$ cat src/hdl/dhc_pkg.sv
// Types and constants of the diagonal hit clumper.
// No dependencies; used by every design module of the block.
package dhc_pkg;

  localparam int unsigned PosW   = 32;
  localparam int unsigned CountW = 32;
  localparam int unsigned CfgIdxW = 2;
  localparam int unsigned CfgDataW = 32;

  typedef enum logic [CfgIdxW-1:0] {
    CFG_MIN_HITS  = 2'd0,
    CFG_MAX_GAP   = 2'd1,
    CFG_TILE_SIZE = 2'd2
  } cfg_reg_e;

  typedef struct packed {
    logic [15:0] min_hits;
    logic [30:0] max_gap;
    logic [3:0]  tile_size;
  } cfg_t;

  typedef struct packed {
    logic            is_flush;
    logic [PosW-1:0] query_pos;
    logic [PosW-1:0] target_pos;
    logic [PosW-1:0] diag;
  } hit_t;

  typedef struct packed {
    logic [PosW-1:0]   query_first;
    logic [PosW-1:0]   query_end;
    logic [PosW-1:0]   target_first;
    logic [PosW-1:0]   target_end;
    logic [CountW-1:0] clump_hits;
  } clump_t;

endpackage

$ cat src/hdl/diagonal_hit_clumper.sv
// Diagonal hit clumper: groups diagonal-sorted seed hits into clumps.
// Data path: input register, then the clump core decision, then the result register.
// Throughput: one hit or flush per cycle while the result register is not stalled.
// Stalls only while the result register holds an untaken clump.
// Reset (async, active low) clears the open clump, both valid flags and
// loads the register defaults min_hits 3, max_gap 2, tile_size 10.
module diagonal_hit_clumper (
  input  logic                         clk_i,
  input  logic                         rst_ni,
  input  logic                         cfg_valid_i,
  output logic                         cfg_ready_o,
  input  logic [dhc_pkg::CfgIdxW-1:0]  cfg_index_i,
  input  logic [dhc_pkg::CfgDataW-1:0] cfg_data_i,
  input  logic                         in_valid_i,
  output logic                         in_ready_o,
  input  logic                         is_flush_i,
  input  logic [31:0]                  query_pos_i,
  input  logic [31:0]                  target_pos_i,
  input  logic [31:0]                  diag_i,
  output logic                         out_valid_o,
  input  logic                         out_ready_i,
  output logic [31:0]                  query_first_o,
  output logic [31:0]                  query_end_o,
  output logic [31:0]                  target_first_o,
  output logic [31:0]                  target_end_o,
  output logic [31:0]                  clump_hits_o
);

  dhc_pkg::cfg_t   cfg;
  dhc_pkg::hit_t   hit_in, hit_cur;
  dhc_pkg::clump_t clump_next, clump_out;
  logic            hit_valid;
  logic            out_free;
  logic            advance;
  logic            emit;

  assign cfg_ready_o = 1'b1;

  assign hit_in.is_flush   = is_flush_i;
  assign hit_in.query_pos  = query_pos_i;
  assign hit_in.target_pos = target_pos_i;
  assign hit_in.diag       = diag_i;

  // Advance only when the result register can take a clump.
  assign advance = hit_valid && out_free;

  dhc_cfg_regs u_cfg (
    .clk_i       (clk_i),
    .rst_ni      (rst_ni),
    .cfg_valid_i (cfg_valid_i),
    .cfg_index_i (cfg_index_i),
    .cfg_data_i  (cfg_data_i),
    .cfg_o       (cfg)
  );

  dhc_in_reg u_in (
    .clk_i       (clk_i),
    .rst_ni      (rst_ni),
    .in_valid_i  (in_valid_i),
    .in_ready_o  (in_ready_o),
    .hit_i       (hit_in),
    .advance_i   (advance),
    .hit_valid_o (hit_valid),
    .hit_o       (hit_cur)
  );

  dhc_clump_core u_core (
    .clk_i    (clk_i),
    .rst_ni   (rst_ni),
    .cfg_i    (cfg),
    .hit_i    (hit_cur),
    .step_i   (advance),
    .emit_o   (emit),
    .result_o (clump_next)
  );

  dhc_out_reg u_out (
    .clk_i       (clk_i),
    .rst_ni      (rst_ni),
    .load_i      (advance && emit),
    .result_i    (clump_next),
    .free_o      (out_free),
    .out_valid_o (out_valid_o),
    .out_ready_i (out_ready_i),
    .result_o    (clump_out)
  );

  assign query_first_o  = clump_out.query_first;
  assign query_end_o    = clump_out.query_end;
  assign target_first_o = clump_out.target_first;
  assign target_end_o   = clump_out.target_end;
  assign clump_hits_o   = clump_out.clump_hits;

endmodule

$ cat src/hdl/dhc_cfg_regs.sv
// Configuration registers of the diagonal hit clumper.
// Depends on dhc_pkg.
module dhc_cfg_regs (
  input  logic                          clk_i,
  input  logic                          rst_ni,
  input  logic                          cfg_valid_i,
  input  logic [dhc_pkg::CfgIdxW-1:0]   cfg_index_i,
  input  logic [dhc_pkg::CfgDataW-1:0]  cfg_data_i,
  output dhc_pkg::cfg_t                 cfg_o
);

  dhc_pkg::cfg_t cfg_d, cfg_q;

  always_comb begin
    cfg_d = cfg_q;
    if (cfg_valid_i) begin
      unique case (cfg_index_i)
        dhc_pkg::CFG_MIN_HITS:  cfg_d.min_hits  = cfg_data_i[15:0];
        dhc_pkg::CFG_MAX_GAP:   cfg_d.max_gap   = cfg_data_i[30:0];
        dhc_pkg::CFG_TILE_SIZE: cfg_d.tile_size = cfg_data_i[3:0];
        default: ;
      endcase
    end
  end

  always_ff @(posedge clk_i or negedge rst_ni) begin
    if (!rst_ni) begin
      cfg_q.min_hits  <= 16'd3;
      cfg_q.max_gap   <= 31'd2;
      cfg_q.tile_size <= 4'd10;
    end else begin
      cfg_q <= cfg_d;
    end
  end

  assign cfg_o = cfg_q;

endmodule

$ cat src/hdl/dhc_in_reg.sv
// Input register holding one hit or flush transaction.
// Depends on dhc_pkg.
module dhc_in_reg (
  input  logic          clk_i,
  input  logic          rst_ni,
  input  logic          in_valid_i,
  output logic          in_ready_o,
  input  dhc_pkg::hit_t hit_i,
  input  logic          advance_i,
  output logic          hit_valid_o,
  output dhc_pkg::hit_t hit_o
);

  logic          valid_d, valid_q;
  dhc_pkg::hit_t hit_q;
  logic          load;

  assign in_ready_o = !valid_q || advance_i;
  assign load       = in_valid_i && in_ready_o;
  assign valid_d    = load || (valid_q && !advance_i);

  always_ff @(posedge clk_i or negedge rst_ni) begin
    if (!rst_ni) begin
      valid_q <= 1'b0;
    end else begin
      valid_q <= valid_d;
    end
  end

  always_ff @(posedge clk_i) begin
    if (load) begin
      hit_q <= hit_i;
    end
  end

  assign hit_valid_o = valid_q;
  assign hit_o       = hit_q;

endmodule

$ cat src/hdl/dhc_clump_core.sv
// Open-clump state and the close/extend decision for one transaction.
// Depends on dhc_pkg.
module dhc_clump_core (
  input  logic            clk_i,
  input  logic            rst_ni,
  input  dhc_pkg::cfg_t   cfg_i,
  input  dhc_pkg::hit_t   hit_i,
  input  logic            step_i,
  output logic            emit_o,
  output dhc_pkg::clump_t result_o
);

  logic [dhc_pkg::CountW-1:0] count_d, count_q;
  logic [dhc_pkg::PosW-1:0]   q_low_d, q_low_q, q_high_d, q_high_q;
  logic [dhc_pkg::PosW-1:0]   t_low_d, t_low_q, t_high_d, t_high_q;
  logic [dhc_pkg::PosW-1:0]   prev_diag_d, prev_diag_q;
  logic                       have_prev_d, have_prev_q;

  logic [dhc_pkg::PosW-1:0]   diag_step;
  logic [dhc_pkg::CountW-1:0] need;
  logic                       gap_break;
  logic                       qualifies;
  logic [dhc_pkg::PosW-1:0]   tile_ext;

  // Step wraps modulo 2^32, so a descending diagonal usually breaks the clump.
  assign diag_step = hit_i.diag - prev_diag_q;
  assign gap_break = have_prev_q && (diag_step > {1'b0, cfg_i.max_gap});
  assign need      = (cfg_i.min_hits == 16'd0) ? 32'd1 : {16'd0, cfg_i.min_hits};
  assign qualifies = have_prev_q && (count_q != '0) && (count_q >= need);
  assign emit_o    = (hit_i.is_flush || gap_break) && qualifies;

  assign tile_ext = {28'd0, cfg_i.tile_size};
  assign result_o.query_first  = q_low_q;
  assign result_o.query_end    = q_high_q + tile_ext;
  assign result_o.target_first = t_low_q;
  assign result_o.target_end   = t_high_q + tile_ext;
  assign result_o.clump_hits   = count_q;

  always_comb begin
    count_d     = count_q;
    q_low_d     = q_low_q;
    q_high_d    = q_high_q;
    t_low_d     = t_low_q;
    t_high_d    = t_high_q;
    prev_diag_d = prev_diag_q;
    have_prev_d = have_prev_q;
    if (hit_i.is_flush) begin
      count_d     = '0;
      q_low_d     = '0;
      q_high_d    = '0;
      t_low_d     = '0;
      t_high_d    = '0;
      prev_diag_d = '0;
      have_prev_d = 1'b0;
    end else if (gap_break || !have_prev_q) begin
      // open a fresh clump on this hit
      count_d     = 32'd1;
      q_low_d     = hit_i.query_pos;
      q_high_d    = hit_i.query_pos;
      t_low_d     = hit_i.target_pos;
      t_high_d    = hit_i.target_pos;
      prev_diag_d = hit_i.diag;
      have_prev_d = 1'b1;
    end else begin
      if (count_q != '1) begin
        count_d = count_q + 32'd1;
      end
      if (hit_i.query_pos < q_low_q)   q_low_d  = hit_i.query_pos;
      if (hit_i.query_pos > q_high_q)  q_high_d = hit_i.query_pos;
      if (hit_i.target_pos < t_low_q)  t_low_d  = hit_i.target_pos;
      if (hit_i.target_pos > t_high_q) t_high_d = hit_i.target_pos;
      prev_diag_d = hit_i.diag;
    end
  end

  always_ff @(posedge clk_i or negedge rst_ni) begin
    if (!rst_ni) begin
      count_q     <= '0;
      q_low_q     <= '0;
      q_high_q    <= '0;
      t_low_q     <= '0;
      t_high_q    <= '0;
      prev_diag_q <= '0;
      have_prev_q <= 1'b0;
    end else if (step_i) begin
      count_q     <= count_d;
      q_low_q     <= q_low_d;
      q_high_q    <= q_high_d;
      t_low_q     <= t_low_d;
      t_high_q    <= t_high_d;
      prev_diag_q <= prev_diag_d;
      have_prev_q <= have_prev_d;
    end
  end

endmodule

$ cat src/hdl/dhc_out_reg.sv
// Result register for closed clumps, decoupling the downstream ready.
// Depends on dhc_pkg.
module dhc_out_reg (
  input  logic            clk_i,
  input  logic            rst_ni,
  input  logic            load_i,
  input  dhc_pkg::clump_t result_i,
  output logic            free_o,
  output logic            out_valid_o,
  input  logic            out_ready_i,
  output dhc_pkg::clump_t result_o
);

  logic            valid_d, valid_q;
  dhc_pkg::clump_t result_q;

  assign free_o  = !valid_q || out_ready_i;
  assign valid_d = load_i || (valid_q && !out_ready_i);

  always_ff @(posedge clk_i or negedge rst_ni) begin
    if (!rst_ni) begin
      valid_q <= 1'b0;
    end else begin
      valid_q <= valid_d;
    end
  end

  always_ff @(posedge clk_i) begin
    if (load_i) begin
      result_q <= result_i;
    end
  end

  assign out_valid_o = valid_q;
  assign result_o    = result_q;

endmodule

$ cat config.mk
export PLATFORM = sky130hd
export DESIGN_NAME = diagonal_hit_clumper
export DESIGN_NICKNAME = d
export VERILOG_FILES = /design/src/hdl/dhc_pkg.sv /design/src/hdl/diagonal_hit_clumper.sv /design/src/hdl/dhc_cfg_regs.sv /design/src/hdl/dhc_in_reg.sv /design/src/hdl/dhc_clump_core.sv /design/src/hdl/dhc_out_reg.sv
export SDC_FILE = /design/constraint.sdc
export NUM_CORES = 1
export LEC_CHECK = 0
export BUFFER_PORTS_ARGS = -buffer_cell sky130_fd_sc_hd__buf_4
export CAP_MARGIN = 40
export CORE_MARGIN = 1
export CORE_UTILIZATION = 30
export CTS_BUF_LIST = sky130_fd_sc_hd__clkbuf_8
export DETAILED_ROUTE_END_ITERATION = 8
export HOLD_SLACK_MARGIN = 0.02
export MAX_ROUTING_LAYER = met4
export PLACE_DENSITY = 0.57
export SKIP_LAST_GASP = 1
export SYNTH_ARGS = -nofsm -noshare
export SYNTH_HDL_FRONTEND = slang
export SYNTH_HIERARCHICAL = 1
export SYNTH_SLANG_ARGS = --single-unit
$ cat constraint.sdc
create_clock -name clk_i -period 25.2 [get_ports clk_i]
set_clock_uncertainty 0.15 [all_clocks]
set_input_delay 2.52 -clock clk_i [delete_from_list [all_inputs] [get_ports clk_i]]
set_output_delay 2.52 -clock clk_i [all_outputs]
set_load 0.005 [all_outputs]
==> qor.yml, run 1 <==
clocking:
  clockBufferDepth: 3
  numCtsBuffers: 93
  clk_pin_slew_ns: 0.06
  cts_tree: "built"
  cts_sinks: 503
  ctsHoldBuffers: 0
  root_buffer: "clkbuf_8"
  htreeDepth: 3
  cts.repair.resized: 0
  clk_latency_ns: 0.71
  postCtsSetupBuffers: 0
detailed_routing:
  drt_iter0_drc: 1069
  drt_pass1_iterations: 7
  viasPerCell: 4.95
  drc: 0
  via_count: 17900
  drt-total-wl_mm: 69.5
  wl_per_cell_um: 19.2
  ant_nets: 0
grt:
  grt_max_degree: 65
  grt_overflow: 0
  grt-busiest-layer: "met2"
  grt_util_met3_pct: 3.15
  grtUsageTotal_pct: 16.7
  grt_pass1_wl_mm: 107
  antenna_found_initial: 1
  use_met1_pct: 20.5
  grt_pass1_vias: 18600
  grtUsageMet2_pct: 27.1
sta:
  final_hold_viol_count: 0
  worstMarginPinSlew_ns: 0.898
  fmax_ghz: 0.121
  rsz0062_at_grt: "false"
  worst_slack_ns: 16.97
  maxSlewViolCount: 0
  relSlewSlack_pct: 40.2
  setup_viol: 0
  finalCritPeriodShare_pct: 32.7
  tns_ns: 0
  fin_crit_ns: 8.23
finish:
  fill_cells: 8134
  syn2layout_area_growth_pct: 22.4
  seqCellArea_um2: 13900
  multi_input_area_um2: 10400
  final_nets: 2808
  layout_commonest_cell: "buf_4"
  final_cell_mix: "buf_4, inv_1, edfxtp_1"
  layout-drive-gt1-share_pct: 23.5
pwr:
  share_seq_of_total_power_pct: 44.0
  total_power_mw: 2.27
  p_per_area_nw_per_um2: 73.1
  internal_power_mw: 1.59
  pwr-share-comb_pct: 19.7
  ir_drop_mv: 0.0491
  p_leak_nw: 13.0
  clockPowerShare_pct: 36.3
  p_switching_mw: 0.671
  power.share.switching_pct: 29.6
critical_path:
  reg2reg_slack_ns: 16.97
  start_kind: "flop"
  crit_type: "flop to flop"
  cp_max_fo: 64
  worstReg2RegEnd: "u_out/result_o[135]"
  rr_worst_depth: 26
  arrival_ns: 8.41
  worst_ep_required_time_ns: 25.38
  endpoint_kind: "flop"
  r2r_start: "u_in/hit_o[0]"
logic_synthesis:
  ys_ff_latch: 503
  syn_nets: 2457
  ys_warn_count: 6
  syn_area_per_cell_um2: 12.0
  netlist_instances: 2104
  async_flop_share_pct: 48.9
  yosysSeqAreaShare_pct: 54.8
  synth_ff_type: "edfxtp_1"
  syn_area_um2: 25300
  synthDistinctLibCells: 75
  synth_edf_count: 257
floorplan:
  die_y_um: 293
  rows: 106
  pin_count: 299
  initial_core_util_pct: 30.3
  core_um2: 83600
  design.die.area_um2: 85600
  die_w_um: 293
placed_design:
  gp_congestion: 0.867
  dp_hpwl_mm: 50.2
  pre_cts_ws_ns: 16.99
  io_buffer_count: 296
worst_hold_path:
  hold_path.class: "flop to flop"
  worstHoldStart: "u_core/q_low_q[0]"
  min_to: "u_out/result_o[128]"
  whs_path_depth: 0
status:
  outcome: "finished, final reports clean"
run:
  drv_cap: 0
kinds of logic after synthesis:
group	count (synthesis)	share of synthesized area, %
flops	503	54.8
simple gates	487	10.9
compound gates	396	10.6
buf+inv	295	4.59
fa+ha+maj	217	10.8
mux	117	5.20
xor+xnor	88	3.04
other cells	1	0.0148
Yosys cell counts, types with 9 or more instances:
cell / instances / area [µm²]
nor4_1: 22 / 138
buf_2: 21 / 105
o221ai_1: 11 / 96.3
and3_1: 23 / 144
xor2_1: 9 / 78.8
mux2_2: 111 / 1250
a21oi_1: 88 / 440
o21a_1: 11 / 82.6
a31oi_1: 15 / 93.8
nand4_1: 50 / 313
nand2b_1: 16 / 100
nand2_1: 61 / 229
o31ai_1: 10 / 75.1
nand3b_1: 64 / 480
a211oi_1: 11 / 82.6
nor2_1: 62 / 233
ha_1: 214 / 2680
nand3_1: 64 / 320
a21o_1: 52 / 390
o21ai_0: 79 / 395
nor2b_1: 49 / 307
dfrtp_1: 241 / 6030
clkbuf_1: 38 / 143
o2bb2ai_1: 66 / 578
inv_1: 229 / 860
xnor2_1: 79 / 692
edfxtp_1: 257 / 7720
nor3_1: 38 / 190
metal layers:
layer / part of all wire, % / vias up / routed length [µm]
met4: 3.5 / 0 / 2440
met5: 0 / - / 0
li1: - / 8443 / -
met2: 48 / 530 / 33200
met1: 43 / 8760 / 30200
met3: 5.3 / 147 / 3680
power groups by stage:
stage          combinational (mW)  sequential, mW  clock [mW]
2_1_floorplan               0.307           0.989           0
3_3_place_gp                0.423            1.01           0
3_5_place_dp                0.445            1.01           0
4_1_cts                     0.449           0.997       0.858
5_1_grt                     0.503            1.01       0.891
6_report                    0.445           0.997       0.823
worst max-delay path: stages, from the launching register on:
cell and delay (ns):
edfxtp_1 0.37, inv_1 0.09, ha_1 0.17, inv_1 0.05, fa_1 0.39, a21o_1 0.21
a311oi_1 0.32, nor2b_1 0.15, a21oi_1 0.28, o21ai_0 0.20, a21oi_1 0.25, o21ai_0 0.19
mux2_2 0.26, nand3_1 0.07, ha_1 0.31, nand4_1 0.17, nor4_1 0.62, o311a_1 0.30
o211ai_1 0.17, o211ai_1 0.19, o211a_1 0.20, buf_4 0.34, nor2_1 0.07, nor3b_1 0.48
and3_4 0.52, buf_4 0.46, buf_4 0.73
final cells by class:
cell class | instances | share of cell area, %
clock inverters | 60 | 1.32
well taps | 1080 | 4.36
clock buffers | 113 | 5.02
repair buffers | 322 | 8.35
inverters | 229 | 2.77
flip-flops and latches | 503 | 44.8
multi-input cells | 1306 | 33.4
diodes | 2 | 0.0161
flip-flops by register name (all words and copies together) (netlist names):
| name | cells |
|---|---|
| u_core/count_q | 32 |
| u_core/q_high_q | 32 |
| u_core/t_high_q | 32 |
| u_core/prev_diag_q | 32 |
| u_core/have_prev_q | 1 |
| u_in/hit_valid_o | 1 |
| u_out/result_o | 160 |
| u_core/t_low_q | 32 |
| u_in/hit_o | 97 |
| u_out/out_valid_o | 1 |
| u_cfg/cfg_o | 51 |
| u_core/q_low_q | 32 |
through the flow:
| stage | instance area [µm²] | cells | utilization, % | hold WS (ns) |
|---|---|---|---|---|
| detailed placement | 29000 | 3440 | 34.8 | 0.307 |
| global route | 31000 | 3615 | 37.1 | 0.329 |
| CTS | 31000 | 3613 | 37.1 | 0.322 |
| global placement | 28800 | 3430 | 34.5 | 0.305 |
| finish | 31000 | 3615 | 37.1 | 0.315 |
| floorplan | 25300 | 2104 | - | 0.273 |
how the worst max path moves through the flow:
stage | start | endpoint | depth (start not counted)
4_1_cts | u_in/hit_o[0] | u_out/result_o[154] | 26
2_1_floorplan | u_in/hit_o[0] | u_out/out_valid_o | 26
3_5_place_dp | u_in/hit_o[0] | u_out/result_o[111] | 26
3_3_place_gp | u_in/hit_o[0] | u_out/result_o[111] | 26
6_report | u_in/hit_o[0] | u_out/result_o[135] | 26
5_1_grt | u_in/hit_o[0] | u_out/result_o[135] | 26
Power figures use the tool's default switching activity.
==> run 2: changes to the inputs <==
Clock period 25.2 ns to 8.4 ns, I/O delays scaled along.
==> run 2 against run 1 <==
Effect of this change: combinational power rose to 3.0 times the previous value; die area did not move; critical endpoint is now u_out/result_o[136]; final area fell by 0.47%; non-clock buffer count fell by 2; utilization fell by 0.18 points; worst setup slack got worse by 15 ns; sequential power rose to 3.0 times the previous value; sequential share of layout area rose by 0.21 points; register-to-register slack got worse by 15 ns.
==> qor.yml, run 2 (synthesized netlist as in run 1, its figures left out) <==
critical_path:
  cp_max_fo: 85  # was 64
  arrival_ns: 6.66  # was 8.41 ns
  endpoint_kind: "flop"  # unchanged
  crit_type: "flop to flop"  # unchanged
  start_kind: "flop"  # unchanged
  worst_ep_required_time_ns: 8.57  # was 25.38 ns
sta:
  final_hold_viol_count: 0  # unchanged
  maxSlewViolCount: 0  # unchanged
  relSlewSlack_pct: 39.6  # was 40.2%
  finalCritPeriodShare_pct: 77.2  # was 32.7%
  worstMarginPinSlew_ns: 0.906  # was 0.898 ns
  fin_crit_ns: 6.49  # was 8.23 ns
  fmax_ghz: 0.154  # was 0.121 GHz
  tns_ns: 0  # unchanged
  rsz0062_at_grt: "false"  # unchanged
  worst_slack_ns: 1.91  # was 16.97 ns
  setup_viol: 0  # unchanged
floorplan:
  design.die.area_um2: 85600  # unchanged
  die_y_um: 293  # unchanged
  core_um2: 83600  # unchanged
  pin_count: 299  # unchanged
  rows: 106  # unchanged
  initial_core_util_pct: 30.3  # unchanged
  die_w_um: 293  # unchanged
clocking:
  clk_latency_ns: 0.70  # was 0.71 ns
  root_buffer: "clkbuf_8"  # unchanged
  ctsHoldBuffers: 0  # unchanged
  cts.repair.resized: 0  # unchanged
  postCtsSetupBuffers: 0  # unchanged
  numCtsBuffers: 91  # was 93
  cts_tree: "built"  # unchanged
  clk_pin_slew_ns: 0.07  # was 0.06 ns
  cts_sinks: 503  # unchanged
  clockBufferDepth: 3  # unchanged
  htreeDepth: 3  # unchanged
detailed_routing:
  via_count: 17900  # about the same
  drt-total-wl_mm: 69.4  # was 69.5 mm
  drt_pass1_iterations: 5  # was 7
  viasPerCell: 4.95  # about the same
  drt_iter0_drc: 1026  # was 1069
  drc: 0  # unchanged
  wl_per_cell_um: 19.2  # about the same
  ant_nets: 0  # unchanged
finish:
  syn2layout_area_growth_pct: 21.8  # was 22.4%
  layout_commonest_cell: "buf_4"  # unchanged
  fill_cells: 8132  # was 8134
  final_cell_mix: "buf_4, inv_1, edfxtp_1"  # unchanged
  largest_register_ffs: 160  # unchanged
  layout-drive-gt1-share_pct: 23.0  # was 23.5%
  final_nets: 2804  # was 2808
grt:
  grt_util_met3_pct: 3.12  # was 3.15%
  grt-busiest-layer: "met2"  # unchanged
  antenna_found_initial: 3  # was 1
  grt_pass1_wl_mm: 107  # about the same
  grtUsageTotal_pct: 16.5  # was 16.7%
  grt_max_degree: 104  # was 65
  grt_pass1_vias: 18600  # about the same
  grt_overflow: 0  # unchanged
  grtUsageMet2_pct: 26.5  # was 27.1%
  use_met1_pct: 20.6  # was 20.5%
placed_design:
  pre_cts_ws_ns: 1.88  # was 16.99 ns
  dp_hpwl_mm: 49.8  # was 50.2 mm
  io_buffer_count: 296  # unchanged
  gp_congestion: 0.864  # was 0.867
status:
  outcome: "finished, final reports clean"  # unchanged
run:
  drv_cap: 0  # unchanged
pwr:
  p_per_area_nw_per_um2: 216  # was 73.1 nW/µm²
  ir_drop_mv: 0.107  # was 0.0491 mV
  p_leak_nw: 13.0  # about the same
worst_hold_path:
  hold_path.class: "input pin to async pin"  # was flop to flop
==> run 2: cell types whose count changed in the layout (fill, tap and decap cells not counted) <==
cell,previous run,this run
buf_12,0,5
buf_16,8,4
buf_4,311,309
buf_8,2,1
bufinv_16,5,6
clkbuf_8,113,100
clkinv_1,9,13
clkinv_4,1,0
clkinvlp_4,3,2
inv_1,260,267
inv_6,1,3
==> run 2: layer usage <==
layer / part of all wire [%] / vias to the layer above
met5: 0 / -
met4: 3.1 / 0
met3: 5.0 / 124
met2: 48 / 519
met1: 44 / 8803
li1: - / 8424
==> run 2: final timing paths <==
kind	start	to	slack [ns]	cells after the start
setup / recovery	u_in/hit_o[0]	u_out/result_o[136]	1.91	24
hold / removal	rst_ni	u_core/t_low_q[25]	0.07	1
setup reg to reg	u_in/hit_o[0]	u_out/result_o[136]	1.91	24
hold reg to reg	u_core/q_low_q[4]	u_out/result_o[132]	0.31	0
max in group asynchronous	rst_ni	u_cfg/cfg_o[1]	6.76	3
min in group clk_i	query_pos_i[21]	u_in/hit_o[85]	0.17	1
==> run 2: cell type report <==
class	instances	area, µm²	share of cell area, %
multi-input cells	1306	10400	33.6
diodes	2	5.00	0.0162
flip-flops and latches	503	13900	45.0
repair buffers	320	2550	8.26
clock inverters	72	480	1.56
inverters	229	860	2.79
clock buffers	100	1380	4.46
well taps	1080	1350	4.38
==> run 2: metrics by stage <==
step	instances	instance area [µm²]	hold WS, ns	total power, mW	utilization [%]
floorplan	2104	25300	0.273	3.89	-
global placement	3430	28800	0.304	4.30	34.5
detailed placement	3438	29000	0.316	4.36	34.7
CTS	3610	30900	0.0373	6.79	36.9
global route	3612	30900	0.0945	7.07	36.9
finish	3612	30900	0.0663	6.67	36.9
==> run 2: power by group <==
group	internal [mW]	total, mW	switching (mW)
Clock	1.29	2.36	1.07
Combinational	0.577	1.32	0.742
Sequential	2.82	2.99	0.171
Total	4.68	6.67	1.98
==> run 2: critical path, stage by stage, from the launching register on <==
cell      delay, ns
edfxtp_1       0.35
inv_1          0.08
ha_1           0.18
inv_1          0.06
fa_1           0.40
a21o_1         0.20
a311oi_1       0.28
nor2b_1        0.14
a21oi_1        0.26
o21ai_0        0.19
a21oi_1        0.26
o21ai_0        0.20
mux2_2         0.26
nand3_1        0.06
ha_1           0.30
nand4_1        0.15
nor4_1         0.52
o311a_1        0.27
o211ai_1       0.17
o211ai_1       0.20
o211a_1        0.25
nor2_1         0.05
nor3b_1        0.28
and3_4         0.35
buf_12         0.38
